==> config.mk <==
export PLATFORM = sky130hd
export DESIGN_NAME = greedy_text_full_justifier
export DESIGN_NICKNAME = d
export VERILOG_FILES = /design/src/rtl/gtj_pkg.sv /design/src/rtl/gtj_front.sv /design/src/rtl/gtj_back.sv /design/src/rtl/greedy_text_full_justifier.sv
export SDC_FILE = /design/constraint.sdc
export NUM_CORES = 1
export LEC_CHECK = 0
export BUFFER_PORTS_ARGS = -buffer_cell sky130_fd_sc_hd__buf_4
export CAP_MARGIN = 0
export CORE_UTILIZATION = 59
export CTS_BUF_LIST = sky130_fd_sc_hd__clkbuf_2 sky130_fd_sc_hd__clkbuf_4 sky130_fd_sc_hd__clkbuf_8
export DETAILED_ROUTE_END_ITERATION = 12
export GPL_TIMING_DRIVEN = 0
export PLACE_DENSITY = 0.78
export SKIP_LAST_GASP = 1
export SYNTH_ARGS = -nofsm -noshare
export SYNTH_HDL_FRONTEND = slang
export SYNTH_SLANG_ARGS = --single-unit
==> constraint.sdc <==
create_clock -name clk_i -period 5 [get_ports clk_i]
set_input_delay 1 -clock clk_i [delete_from_list [all_inputs] [get_ports clk_i]]
set_output_delay 1 -clock clk_i [all_outputs]
set_load 0.1 [all_outputs]
==> src/rtl/gtj_pkg.sv <==
package gtj_pkg;

  localparam int unsigned LineMax   = 32;
  localparam int unsigned GapsMax   = 16;
  localparam int unsigned WidthBits = 6;
  localparam int unsigned PosBits   = $clog2(LineMax);
  localparam int unsigned WordBits  = $clog2(GapsMax);
  localparam logic [7:0]  SpaceChar = 8'h20;
  localparam logic [WidthBits-1:0] WidthReset = 6'd16;

  typedef struct packed {
    logic [7:0] ch;
    logic       we;
    logic       te;
  } item_t;

  typedef struct packed {
    logic valid;
  } queue_ctrl_t;

endpackage

==> src/rtl/gtj_front.sv <==
module gtj_front (
  input  logic          clk_i,
  input  logic          rst_ni,
  input  logic          in_valid_i,
  output logic          in_ready_o,
  input  logic [7:0]    in_char_i,
  input  logic          in_word_end_i,
  input  logic          in_text_end_i,
  input  logic          pop_i,
  output logic          item_valid_o,
  output gtj_pkg::item_t item_o
);
  import gtj_pkg::*;

  item_t       mem_q [2];
  logic        wr_q, wr_d, rd_q, rd_d;
  logic [1:0]  cnt_q, cnt_d;
  logic        push, pop;
  item_t       cls;

  assign in_ready_o   = (cnt_q != 2'd2);
  assign item_valid_o = (cnt_q != 2'd0);
  assign item_o       = mem_q[rd_q];
  assign push         = in_valid_i && in_ready_o;
  assign pop          = pop_i && item_valid_o;

  // A text end also closes the current word.
  always_comb begin
    cls.ch = in_char_i;
    cls.we = in_word_end_i | in_text_end_i;
    cls.te = in_text_end_i;
    wr_d   = push ? ~wr_q : wr_q;
    rd_d   = pop ? ~rd_q : rd_q;
    cnt_d  = cnt_q + {1'b0, push} - {1'b0, pop};
  end

  always_ff @(posedge clk_i) begin
    if (push) begin
      mem_q[wr_q] <= cls;
    end
  end

  always_ff @(posedge clk_i or negedge rst_ni) begin
    if (!rst_ni) begin
      wr_q  <= 1'b0;
      rd_q  <= 1'b0;
      cnt_q <= 2'd0;
    end else begin
      wr_q  <= wr_d;
      rd_q  <= rd_d;
      cnt_q <= cnt_d;
    end
  end

endmodule

==> src/rtl/gtj_back.sv <==
module gtj_back (
  input  logic                        clk_i,
  input  logic                        rst_ni,
  input  logic [gtj_pkg::WidthBits-1:0] width_i,
  input  gtj_pkg::queue_ctrl_t        q_i,
  output logic                        pop_o,
  input  gtj_pkg::item_t              item_i,
  output logic                        out_valid_o,
  input  logic                        out_ready_i,
  output logic [7:0]                  out_char_o,
  output logic                        out_line_end_o,
  output logic                        out_last_o,
  output logic                        out_trunc_o
);
  import gtj_pkg::*;

  localparam logic [2:0] S_IDLE = 3'd0;
  localparam logic [2:0] S_WEND = 3'd1;
  localparam logic [2:0] S_COPY = 3'd2;
  localparam logic [2:0] S_DIV  = 3'd3;
  localparam logic [2:0] S_EMIT = 3'd4;

  localparam logic [1:0] PH_WORD = 2'd0;
  localparam logic [1:0] PH_GAP  = 2'd1;
  localparam logic [1:0] PH_PAD  = 2'd2;

  logic [7:0]           word_mem [LineMax];
  logic [7:0]           line_mem [LineMax];
  logic [WidthBits-1:0] len_mem  [GapsMax];

  logic [2:0] st_q, st_d;
  logic [1:0] ph_q, ph_d;
  logic [WidthBits-1:0] wlen_q, wlen_d, wl_q, wl_d, used_q, used_d, chars_q, chars_d;
  logic [WidthBits-1:0] k_q, k_d, gcnt_q, gcnt_d, done_q, done_d, total_q, total_d;
  logic [4:0] wil_q, wil_d, i_q, i_d, rem_q, rem_d, base_q, base_d;
  logic [PosBits-1:0] pos_q, pos_d;
  logic cut_q, cut_d, te_q, te_d, trunc_q, trunc_d, just_q, just_d, full_q, full_d;
  logic ov_q, ov_d, ole_q, ole_d, olast_q, olast_d;
  logic [7:0] och_q, och_d;
  logic otr_q, otr_d;

  logic adv, emit, le;
  logic [7:0] ech;
  logic word_wr, line_wr, len_wr;
  logic [WidthBits-1:0] wl_c, len_c;
  logic [6:0] need;
  logic [4:0] gaps;

  assign adv  = !ov_q || out_ready_i;
  assign gaps = wil_q - 5'd1;
  assign len_c = len_mem[i_q[WordBits-1:0]];
  assign le   = ((done_q + 6'd1) == total_q);

  assign out_valid_o    = ov_q;
  assign out_char_o     = och_q;
  assign out_line_end_o = ole_q;
  assign out_last_o     = olast_q;
  assign out_trunc_o    = otr_q;

  always_comb begin
    st_d = st_q; ph_d = ph_q; wlen_d = wlen_q; wl_d = wl_q; used_d = used_q;
    chars_d = chars_q; k_d = k_q; gcnt_d = gcnt_q; done_d = done_q; total_d = total_q;
    wil_d = wil_q; i_d = i_q; rem_d = rem_q; base_d = base_q; pos_d = pos_q;
    cut_d = cut_q; te_d = te_q; trunc_d = trunc_q; just_d = just_q; full_d = full_q;
    pop_o = 1'b0; emit = 1'b0; ech = SpaceChar;
    word_wr = 1'b0; line_wr = 1'b0; len_wr = 1'b0;
    wl_c = (wlen_q > width_i) ? width_i : wlen_q;
    need = {1'b0, used_q} + 7'd1 + {1'b0, wl_c};

    case (st_q)
      S_IDLE: begin
        if (q_i.valid) begin
          pop_o = 1'b1;
          te_d  = item_i.te;
          if (wlen_q < width_i) begin
            word_wr = 1'b1;
            wlen_d  = wlen_q + 6'd1;
          end else begin
            cut_d = 1'b1;
          end
          if (item_i.we) begin
            st_d = S_WEND;
          end
        end
      end
      S_WEND: begin
        wl_d = wl_c;
        if (wlen_q > width_i) begin
          cut_d = 1'b1;
        end
        k_d = '0;
        if (wil_q != 5'd0 && need > {1'b0, width_i}) begin
          just_d = 1'b1;
          st_d   = S_DIV;
        end else begin
          st_d = S_COPY;
        end
      end
      S_COPY: begin
        if (k_q < wl_q) begin
          line_wr = 1'b1;
          k_d     = k_q + 6'd1;
        end else begin
          len_wr  = 1'b1;
          used_d  = used_q + {5'd0, wil_q != 5'd0} + wl_q;
          wil_d   = wil_q + 5'd1;
          chars_d = chars_q + wl_q;
          trunc_d = trunc_q | cut_q;
          cut_d   = 1'b0;
          wlen_d  = '0;
          if (te_q) begin
            just_d = 1'b0;
            st_d   = S_DIV;
          end else begin
            st_d = S_IDLE;
          end
        end
      end
      S_DIV: begin
        if (full_q && rem_q >= gaps) begin
          rem_d  = rem_q - gaps;
          base_d = base_q + 5'd1;
        end else begin
          st_d   = S_EMIT;
          ph_d   = PH_WORD;
          i_d    = '0;
          k_d    = '0;
          pos_d  = '0;
          done_d = '0;
        end
      end
      S_EMIT: begin
        if (adv) begin
          case (ph_q)
            PH_WORD: begin
              if (k_q < len_c) begin
                emit   = 1'b1;
                ech    = line_mem[pos_q];
                pos_d  = pos_q + 5'd1;
                k_d    = k_q + 6'd1;
                done_d = done_q + 6'd1;
              end else if ((i_q + 5'd1) < wil_q) begin
                i_d    = i_q + 5'd1;
                ph_d   = PH_GAP;
                gcnt_d = 6'd1 + (full_q ? ({1'b0, base_q} + {5'd0, i_q < rem_q}) : 6'd0);
              end else begin
                ph_d = PH_PAD;
              end
            end
            PH_GAP: begin
              emit   = 1'b1;
              done_d = done_q + 6'd1;
              gcnt_d = gcnt_q - 6'd1;
              if (gcnt_q == 6'd1) begin
                ph_d = PH_WORD;
                k_d  = '0;
              end
            end
            PH_PAD: begin
              if (done_q < total_q) begin
                emit   = 1'b1;
                done_d = done_q + 6'd1;
              end else begin
                wil_d   = '0;
                used_d  = '0;
                chars_d = '0;
                trunc_d = 1'b0;
                k_d     = '0;
                st_d    = just_q ? S_COPY : S_IDLE;
              end
            end
            default: ph_d = PH_PAD;
          endcase
        end
      end
      default: st_d = S_IDLE;
    endcase

    // Line setup for the divider: spare room, line length, base gap share and justify flag.
    if (st_d == S_DIV && st_q != S_DIV) begin
      rem_d   = (width_i > used_d) ? 5'(width_i - used_d) : 5'd0;
      total_d = (width_i > used_d) ? width_i : used_d;
      base_d  = '0;
      full_d  = just_d && (wil_d > 5'd1);
    end

    ov_d    = emit ? 1'b1 : (out_ready_i ? 1'b0 : ov_q);
    och_d   = emit ? ech : och_q;
    ole_d   = emit ? le : ole_q;
    olast_d = emit ? (le && !(just_q && te_q)) : olast_q;
    otr_d   = emit ? trunc_q : otr_q;
  end

  always_ff @(posedge clk_i) begin
    if (word_wr) begin
      word_mem[wlen_q[PosBits-1:0]] <= item_i.ch;
    end
    if (line_wr) begin
      line_mem[chars_q[PosBits-1:0] + k_q[PosBits-1:0]] <= word_mem[k_q[PosBits-1:0]];
    end
    if (len_wr) begin
      len_mem[wil_q[WordBits-1:0]] <= wl_q;
    end
    och_q   <= och_d;
    ole_q   <= ole_d;
    olast_q <= olast_d;
    otr_q   <= otr_d;
    wl_q    <= wl_d;
    k_q     <= k_d;
    gcnt_q  <= gcnt_d;
    done_q  <= done_d;
    total_q <= total_d;
    i_q     <= i_d;
    rem_q   <= rem_d;
    base_q  <= base_d;
    pos_q   <= pos_d;
    te_q    <= te_d;
    just_q  <= just_d;
    full_q  <= full_d;
    ph_q    <= ph_d;
  end

  always_ff @(posedge clk_i or negedge rst_ni) begin
    if (!rst_ni) begin
      st_q    <= S_IDLE;
      ov_q    <= 1'b0;
      wlen_q  <= '0;
      used_q  <= '0;
      chars_q <= '0;
      wil_q   <= '0;
      cut_q   <= 1'b0;
      trunc_q <= 1'b0;
    end else begin
      st_q    <= st_d;
      ov_q    <= ov_d;
      wlen_q  <= wlen_d;
      used_q  <= used_d;
      chars_q <= chars_d;
      wil_q   <= wil_d;
      cut_q   <= cut_d;
      trunc_q <= trunc_d;
    end
  end

endmodule

==> src/rtl/greedy_text_full_justifier.sv <==
// Channel   Dir  tdata            tuser                         tlast
// s_axis    in   word_char[7:0]   word_end[0]                   text_end
// m_axis    out  out_char[7:0]    line_end[0], word_truncated[1] run_last
// cfg       in   line_width[5:0]  -                             -
// The queue accepts a request whenever it has a free entry, and the back end
// stores one character per cycle while it collects a word. At a word end the
// word is copied into the line buffer, after the current line is sent out if
// the word does not fit; before a line is sent, the divider spreads its spare room.
// Reset sets line_width to 16 and empties the line. A stalled output holds
// the sequencer; a two-entry queue keeps taking input until it is full.
module greedy_text_full_justifier (
  input  logic        clk_i,
  input  logic        rst_ni,
  input  logic        cfg_we_i,
  input  logic [5:0]  cfg_wdata_i,
  input  logic        s_axis_tvalid_i,
  output logic        s_axis_tready_o,
  input  logic [7:0]  s_axis_tdata_i,   // word_char
  input  logic [0:0]  s_axis_tuser_i,   // word_end
  input  logic        s_axis_tlast_i,
  output logic        m_axis_tvalid_o,
  input  logic        m_axis_tready_i,
  output logic [7:0]  m_axis_tdata_o,   // out_char
  output logic [1:0]  m_axis_tuser_o,   // line_end, word_truncated
  output logic        m_axis_tlast_o
);
  import gtj_pkg::*;

  logic [WidthBits-1:0] width_q, width_d, eff_w;
  item_t       item;
  queue_ctrl_t qc;
  logic        pop;

  assign width_d = cfg_we_i ? cfg_wdata_i : width_q;

  always_comb begin
    if (width_q == '0) begin
      eff_w = 6'd1;
    end else if (width_q > 6'(LineMax)) begin
      eff_w = 6'(LineMax);
    end else begin
      eff_w = width_q;
    end
  end

  always_ff @(posedge clk_i or negedge rst_ni) begin
    if (!rst_ni) begin
      width_q <= WidthReset;
    end else begin
      width_q <= width_d;
    end
  end

  gtj_front u_front (
    .clk_i,
    .rst_ni,
    .in_valid_i    (s_axis_tvalid_i),
    .in_ready_o    (s_axis_tready_o),
    .in_char_i     (s_axis_tdata_i),
    .in_word_end_i (s_axis_tuser_i[0]),
    .in_text_end_i (s_axis_tlast_i),
    .pop_i         (pop),
    .item_valid_o  (qc.valid),
    .item_o        (item)
  );

  gtj_back u_back (
    .clk_i,
    .rst_ni,
    .width_i        (eff_w),
    .q_i            (qc),
    .pop_o          (pop),
    .item_i         (item),
    .out_valid_o    (m_axis_tvalid_o),
    .out_ready_i    (m_axis_tready_i),
    .out_char_o     (m_axis_tdata_o),
    .out_line_end_o (m_axis_tuser_o[0]),
    .out_last_o     (m_axis_tlast_o),
    .out_trunc_o    (m_axis_tuser_o[1])
  );

endmodule

==> results of run 1 <==
==> power groups by stage <==
stage | Sequential, mW | Combinational [mW] | Clock, mW
CTS | 8.84 | 7.06 | 5.01
floorplan | 8.86 | 4.87 | 0
global placement | 8.99 | 6.60 | 0
global route | 8.91 | 7.87 | 5.24
finish | 8.85 | 7.22 | 4.94
detailed placement | 9.04 | 6.88 | 0
==> logic make-up (layout without fill, tap and decap cells) <==
logic type / Yosys count / after routing / share of synthesized area [%]
muxes: 239 / 239 / 15.0
and+or+nand+nor: 346 / 346 / 5.10
buffers and inverters: 151 / 408 / 1.99
DFF: 741 / 741 / 68.8
AOI/OAI and AO/OA: 153 / 153 / 3.42
other: 0 / 1 / 0
adders and majority gates: 97 / 97 / 3.98
xor gates and xnor gates: 61 / 61 / 1.68
==> worst paths after layout <==
kind,from,to,slack (ns),depth (start not counted)
min in group clk_i,s_axis_tdata_i[7],u_front.mem_q[0][9],0.47,1
max reg2reg,width_q[3],u_back.rem_q[3],0.15,23
max,width_q[3],u_back.rem_q[3],0.15,23
min,rst_ni,u_back.used_q[3],0.27,1
min reg2reg,u_back.trunc_q,u_back.out_trunc_o,0.48,0
max in group asynchronous,rst_ni,width_q[5],4.32,1
==> repair_timing <==
item	in CTS	in global routing
resized for setup	14	23
pin swaps	2	13
gates cloned	0	0
setup buffers	8	10
hold buffers	0	0
setup endpoints to repair	31	27
==> placed cells by master, fill, tap and decap left out, drive strengths merged, types with 9 or more instances in the layout <==
| master | synthesis | routed |
|---|---|---|
| clkbuf | 33 | 191 |
| buf | 43 | 93 |
| o211ai | 9 | 9 |
| xor2 | 29 | 29 |
| o31ai | 9 | 9 |
| nor3 | 20 | 20 |
| a21o | 19 | 19 |
| mux2i | 17 | 17 |
| clkinv | 0 | 39 |
| and3 | 12 | 12 |
| xnor2 | 32 | 32 |
| mux2 | 35 | 35 |
| nor2 | 142 | 142 |
| dfrtp | 37 | 37 |
| dfxtp | 15 | 15 |
| o21ai | 22 | 22 |
| nand2 | 68 | 68 |
| mux4 | 187 | 187 |
| o21a | 11 | 11 |
| and2 | 14 | 14 |
| nor2b | 9 | 9 |
| a21oi | 33 | 33 |
| nand3 | 35 | 35 |
| edfxtp | 688 | 688 |
| inv | 75 | 79 |
| ha | 90 | 90 |
==> flip-flops by register name, indices dropped and copies added, names as in the netlist, 6 cells and up, named ones only <==
signal and cells:
u_back.done_q 6, u_back.k_q 6, u_back.gcnt_q 6, u_back.wlen_q 6, u_back.line_mem 256, u_back.word_mem 256, u_back.total_q 6, u_back.wl_q 6
u_back.out_char_o 8, u_front.mem_q 20, u_back.used_q 6, width_q 6, u_back.len_mem 96
==> worst register-to-register path: cells and delay by family (launching register included) <==
family,cells,cell delay [ns]
AOI/OAI and AO/OA,10,1.94
xor gates and xnor gates,1,0.08
adders and majority gates,3,0.73
buffers and inverters,1,0.14
DFF,1,0.41
muxes,1,0.32
and+or+nand+nor,7,1.01
==> layout make-up <==
class	count	area (sq um)	share of cell area (%)
Sequential cell	741	21900	61.7
Multi-Input combinational cell	896	9420	26.5
Clock inverter	49	360	1.02
Antenna cell	1	2.50	0.00705
Buffer	76	372	1.05
Timing Repair Buffer	51	390	1.10
Tap cell	688	861	2.43
Inverter	75	282	0.793
Clock buffer	157	1890	5.33
==> layer usage <==
| metal | wire [um] | global-route usage (%) | up-vias |
|---|---|---|---|
| met1 | 27100 | 34.9 | 8549 |
| met5 | 13 | 0 | - |
| li1 | - | - | 7434 |
| met2 | 32400 | 40.5 | 742 |
| met3 | 4980 | 5.09 | 116 |
| met4 | 1450 | 7.47 | 2 |
==> metrics by stage <==
step	power, mW	utilization, %
detailed placement	15.9	62.2
floorplan	13.7	-
global route	22.0	67.0
CTS	20.9	66.7
finish	21.0	67.0
global placement	15.6	62.2
==> summary.md, run 1 <==
| Metric | Value |
|---|---|
| Post-synthesis cell type count | 71 |
| Placer Congestion | 0.907 |
| Final Hold Fails | 0 |
| Worst path cell trace | nor4_2 > nor2_1 > nor2_4 > ha_4 > nor2b_1 > o21a_2 > a211oi_4 > nor2_4 > nand2_2 > o21ai_4 > ha_1 > a21o_1 > a21o_1 > a21o_1 > a21oi_2 > xnor2_1 > ha_1 > nand3_1 > o21bai_4 > a211oi_4 > a211o_1 > buf_12 > mux2_2 |
| Die area | 0.0549 sq mm |
| Sw frac | about a third |
| Post-synthesis cell count | 1,788 |
| Total track usage | about a quarter |
| Clock-pin slew on the worst setup and hold paths | 0.07 ns |
| Core area | 0.0530 sq mm |
| Hold slack | 0.272 ns |
| Cell Area, Placed | 0.0330 sq mm |
| Unrepaired setup endpoints after global routing | yes |
| Fin worst setup slack | 0.146 ns |
| Top FF cell, synth | edfxtp_1 |
| Max Cap Viol | 0 |
| Setup CP Type | register to register |
| WP buf/inv | 1 |
| Internal power | 13.9 mW |
| Register area share after synthesis | ~69% |
| Starting density of the core | 60.1% |
| Period utilization | about 97% |
| Slowest Stage Delay on Critical Path | around 0.41 ns |
| CP top delay family | compound AO/OA/AOI/OAI gates |
| Worst IR drop on VDD | roughly 490 uV |
| Clock Power Share | 23.5% |
| Worst-margin pin slew | roughly 1.2 ns |
| Total number of vias | roughly 17,000 |
| Synth warn | 0 |
| Worst path slowest cell | dfrtp_1 |
| Number of synthesized flops with an enable pin | 688 |
| Die Wd | between 200 and 250 um |
| IO Count | 34 |
| CTS tree | yes |
| CP required | 5.48 ns |
| Period minus WS final | between 4 and 5 ns |
| Synth cell count leaders | edfxtp_1 (688), mux4_2 (187), nor2_1 (142) |
| Critical Path AT | 5.33 ns |
| GRT overflow | 0 |
| Comb pwr share | 34.4% |
| Final setup violation count | 0 |
| Drt wl/cell | 24.1 um |
| Initial antenna violation count | 2 |
| Slew headroom | between 20% and 30% |
| Place WS | -1.19 ns |
| Synthesized area | 0.0318 sq mm |
| Mean Syn Cell Area | 17.8 sq um |
| Net count after synthesis | 1,906 |
| Sequential fraction of design power | 42.1% |
| Fmax | 0.206 GHz |
| DR iter-0 viols | around 1,600 |
| #FFs+latches synth | 741 |
| DR vias/cell | 6.16 |
| Num CTS Buffers | 112 |
| Area delta synth->final | 11.5% |
| Setup crit end kind | register |
| Ys async rst share | under 10% |
| Design Area, Final | roughly 0.035 sq mm |
| H-tree depth | 3 |
| Vias in the first global route | between 15,000 and 20,000 |
| Pwr dens | approximately 600 mW/mm^2 |
| Worst skew pair latency | 0.74 ns |
| Nets@finish | about 2,100 |
| Layout cell share with drive strength beyond 1 | about a quarter |
| CP Max Fanout | 7 |
| Final slew viol count | 0 |
| Fill cells | 3,463 |
| Setup TNS | 0 ns |
| Top post-synthesis cells by area | edfxtp_1 (65%), mux4_2 (13%), ha_1 (3.5%), dfrtp_1 (2.9%), nor2_1 (1.7%) |
| Hold Path Class | input port to async pin |
| Fin cells | 2,734 |
| Lkg Pwr | 12.1 nW |
| P_sw | between 7 and 8 mW |
| CTS root buffer | clkbuf_8 |
| Dpl hpwl | roughly 44 mm |
| Number of core rows | 84 |
| CP startpoint kind | register |
| First-pass iteration count of the detailed router | 5 |
| Cell count after placement | between 2,000 and 3,000 |
| First-pass GRT wire length | 101 mm |
| Largest area contributor in the netlist | edfxtp_1 |
| Die height | about 230 um |
| Worst Skew | 0.0320 ns |
| Final WL | 66.0 mm |
| Post-synth top area share | 64.9% |
| Most common cell on crit path | a21o_1 |
| Routed Antenna Nets | 0 |
| Maximum clock path buffer count | 3 |
| Count leader, synth | edfxtp_1 |
| Drt drc | 0 |
| Input/output buffers | 32 |
| Status | finished clean |
| Sink Count | 741 |
| Largest net degree at the start of global routing | 39 |
(Power assumes the default switching activity.)
==> run 2, diff against run 1 <==
--- a/config.mk
+++ b/config.mk
@@ -7,11 +7,11 @@
 export LEC_CHECK = 0
 export BUFFER_PORTS_ARGS = -buffer_cell sky130_fd_sc_hd__buf_4
 export CAP_MARGIN = 0
-export CORE_UTILIZATION = 59
+export CORE_UTILIZATION = 50
 export CTS_BUF_LIST = sky130_fd_sc_hd__clkbuf_2 sky130_fd_sc_hd__clkbuf_4 sky130_fd_sc_hd__clkbuf_8
 export DETAILED_ROUTE_END_ITERATION = 12
 export GPL_TIMING_DRIVEN = 0
-export PLACE_DENSITY = 0.78
+export PLACE_DENSITY = 0.68
 export SKIP_LAST_GASP = 1
 export SYNTH_ARGS = -nofsm -noshare
 export SYNTH_HDL_FRONTEND = slang
==> constraint.sdc (replaced) <==
create_clock -name clk_i -period 5 [get_ports clk_i]
set_input_delay 0.75 -clock clk_i [delete_from_list [all_inputs] [get_ports clk_i]]
set_output_delay 0.75 -clock clk_i [all_outputs]
set_load 0.1 [all_outputs]
==> run 2 against run 1 <==
Against the previous run: clock-buffer cell count fell by 2; sequential share of layout area down 0.12 points; clock power shrank 1%; worst hold slack worse by 0.055 ns; global-route usage decreased by 3.2 points; fmax grew 0.95%; register-to-register slack better by 0.05 ns; final cell count is 5.5% higher; clock skew up 0.0027 ns; worst setup slack improved by 0.046 ns; critical path type unchanged; largest cell class unchanged; largest power group unchanged.
==> summary.md, run 2 (same netlist as run 1, synthesis figures left out) <==
| Metric | Value |
|---|---|
| Status | finished clean (unchanged) |
| Die area | 0.0647 sq mm (was 0.0549 sq mm) |
| Total number of vias | 16,800 (about the same) |
| Final setup violation count | 0 (unchanged) |
| Drt drc | 0 (unchanged) |
| Design Area, Final | 0.0356 sq mm (was 0.0355 sq mm) |
| Vias in the first global route | 17,300 (about the same) |
| Clock Power Share | 23.4% (was 23.5%) |
| Fill cells | 4,795 (was 3,463) |
| Area delta synth->final | 11.7% (was 11.5%) |
| Sw frac | 34.2% (was 33.9%) |
| Cell count after placement | 2,667 (was 2,509) |
| Largest net degree at the start of global routing | 39 (unchanged) |
| CTS tree | yes (unchanged) |
| DR vias/cell | 5.82 (was 6.16) |
| Number of core rows | 92 (was 84) |
| Fmax | 0.208 GHz (was 0.206 GHz) |
| Core area | 0.0630 sq mm (was 0.0530 sq mm) |
| Input/output buffers | 32 (unchanged) |
| Comb pwr share | 34.1% (was 34.4%) |
| Final slew viol count | 0 (unchanged) |
| Final Hold Fails | 0 (unchanged) |
| Storage cell area | 0.0219 sq mm (unchanged) |
| Max Cap Viol | 0 (unchanged) |
| Starting density of the core | 50.6% (was 60.1%) |
| H-tree depth | 3 (unchanged) |
| Total track usage | 21.9% (was 25.1%) |
| DR iter-0 viols | 1,308 (was 1,556) |
| Multi-input combinational cell area | 0.00935 sq mm (was 0.00942 sq mm) |
| Leading cell types in the layout, fill and taps excluded | edfxtp_1 (688), mux4_2 (187), nor2_1 (140) (was edfxtp_1 (688), mux4_2 (187), nor2_1 (139)) |
| Hold Path Class | input port to register (was input port to async pin) |
| Slowest Stage Delay on Critical Path | 0.46 ns (was 0.41 ns) |
| Sequential fraction of design power | 42.5% (was 42.1%) |
| Unrepaired setup endpoints after global routing | no (was yes) |
| Most common cell on crit path | ha_1 (was a21o_1) |
| Period minus WS final | 4.81 ns (was 4.85 ns) |
| Initial antenna violation count | 3 (was 2) |
| P_sw | 7.12 mW (was 7.13 mW) |
| CP required | 5.45 ns (was 5.48 ns) |
| Setup crit end kind | register (unchanged) |
| Routed Antenna Nets | 0 (unchanged) |
| Cell Area, Placed | 0.0331 sq mm (was 0.0330 sq mm) |
| Fin cells | 2,884 (was 2,734) |
| Most common cell after layout, fill and taps aside | edfxtp_1 (unchanged) |
| CP startpoint kind | register (unchanged) |
| Critical Path AT | 5.26 ns (was 5.33 ns) |
| Sink Count | 741 (unchanged) |
| Worst-margin pin slew | 1.27 ns (was 1.19 ns) |
| Clock-pin slew on the worst setup and hold paths | 0.06 ns (was 0.07 ns) |
| CTS root buffer | clkbuf_8 (unchanged) |
| Die Wd | 254 um (was 234 um) |
| Pwr dens | 586 mW/mm^2 (was 592 mW/mm^2) |
| Num CTS Buffers | 116 (was 112) |
| Period utilization | 96.2% (was 97.1%) |
| Placer Congestion | 0.859 (was 0.907) |
| Drt wl/cell | 23.6 um (was 24.1 um) |
| Worst path cell trace | nor2b_4 > inv_1 > ha_1 > and4_1 > o21a_2 > a211oi_4 > nor2_4 > mux2_2 > ha_1 > a21o_1 > a21o_1 > a21oi_1 > xnor2_1 > ha_1 > nand3_1 > o21bai_1 > a211oi_2 > a211o_1 > buf_4 > mux2_2 (was nor4_2 > nor2_1 > nor2_4 > ha_4 > nor2b_1 > o21a_2 > a211oi_4 > nor2_4 > nand2_2 > o21ai_4 > ha_1 > a21o_1 > a21o_1 > a21o_1 > a21oi_2 > xnor2_1 > ha_1 > nand3_1 > o21bai_4 > a211oi_4 > a211o_1 > buf_12 > mux2_2) |
| GRT overflow | 0 (unchanged) |
| First-pass GRT wire length | 105 mm (was 101 mm) |
| Final WL | 68.0 mm (was 66.0 mm) |
| First-pass iteration count of the detailed router | 5 (unchanged) |
| Worst skew pair latency | 0.72 ns (was 0.74 ns) |
| IO Count | 34 (unchanged) |
| Place WS | -1.09 ns (was -1.19 ns) |
| Fin worst setup slack | 0.192 ns (was 0.146 ns) |
| Internal power | 13.7 mW (was 13.9 mW) |
| Layout cell share with drive strength beyond 1 | 25.1% (was 25.7%) |
| Nets@finish | 2,076 (was 2,071) |
| Lkg Pwr | 12.1 nW (about the same) |
| CP Max Fanout | 8 (was 7) |
| Slew headroom | 14.9% (was 20.1%) |
| Worst IR drop on VDD | 408 uV (was 490 uV) |
| Die height | 254 um (was 234 um) |
| Maximum clock path buffer count | 3 (unchanged) |
| Worst path slowest cell | dfrtp_2 (was dfrtp_1) |
| Setup CP Type | register to register (unchanged) |
| Worst Skew | 0.0347 ns (was 0.0320 ns) |
| Dpl hpwl | 45.6 mm (was 44.3 mm) |
[run 2: what timing repair did]
action	4_1_cts	5_1_grt
pin swaps	4	6
hold buffers	1	0
setup buffers	9	10
resized for setup	13	10
hold endpoints to repair	17	0
setup endpoints to repair	31	20
[run 2: layout make-up]
| class | instances | area share, % |
|---|---|---|
| multi-input cells | 896 | 26.3 |
| well taps | 846 | 2.98 |
| diodes | 1 | 0.00704 |
| clock buffers | 155 | 5.33 |
| clock inverters | 42 | 0.806 |
| flip-flops and latches | 741 | 61.6 |
| inverters | 75 | 0.799 |
| plain buffers | 75 | 1.02 |
| repair buffers | 53 | 1.14 |
[run 2: power groups by stage]
stage | sequential (mW) | clock (mW) | combinational [mW]
after floorplan | 8.86 | 0 | 4.87
after global placement | 9.00 | 0 | 6.73
after detailed placement | 9.04 | 0 | 6.95
after CTS | 8.85 | 4.96 | 7.12
after global routing | 8.91 | 5.23 | 7.80
final | 8.85 | 4.88 | 7.11
[run 2: layer usage]
| metal | global-route usage, % | up-vias | part of all wire [%] |
|---|---|---|---|
| met1 | 31.1 | 8697 | 44 |
| met4 | 7.18 | 2 | 2.1 |
| met3 | 3.96 | 107 | 6.1 |
| li1 | - | 7432 | - |
| met5 | 0 | - | 0.025 |
| met2 | 34.4 | 561 | 48 |
[run 2: critical path, delay by kind of cell, from the launching register on]
kind / cells / cell delay (ns)
simple gates: 4 / 0.64
fa+ha+maj: 3 / 0.94
buf+inv: 2 / 0.24
mux: 2 / 0.70
flops: 1 / 0.46
xor+xnor: 1 / 0.09
compound gates: 8 / 1.47
[run 2: final timing paths]
| kind | end | start | depth (start not counted) | slack (ns) |
|---|---|---|---|---|
| min in group asynchronous | u_back.chars_q[0] | rst_ni | 2 | 0.58 |
| max reg2reg | u_back.rem_q[1] | width_q[5] | 20 | 0.19 |
| max in group asynchronous | width_q[5] | rst_ni | 2 | 4.02 |
| min | u_front.mem_q[1][7] | s_axis_tdata_i[5] | 1 | 0.22 |
| max | u_back.rem_q[1] | width_q[5] | 20 | 0.19 |
| min reg2reg | u_back.out_trunc_o | u_back.trunc_q | 0 | 0.47 |
[run 2: through the flow]
| step | total power [mW] | setup TNS [ns] | hold slack, ns | utilization [%] |
|---|---|---|---|---|
| floorplan | 13.7 | 0 | 0.426 | - |
| global placement | 15.7 | -25.72 | 0.472 | 52.6 |
| detailed placement | 16.0 | -20.93 | 0.455 | 52.6 |
| CTS | 20.9 | -0.0296 | 0.146 | 56.3 |
| global route | 21.9 | 0 | 0.162 | 56.5 |
| finish | 20.8 | 0 | 0.216 | 56.5 |
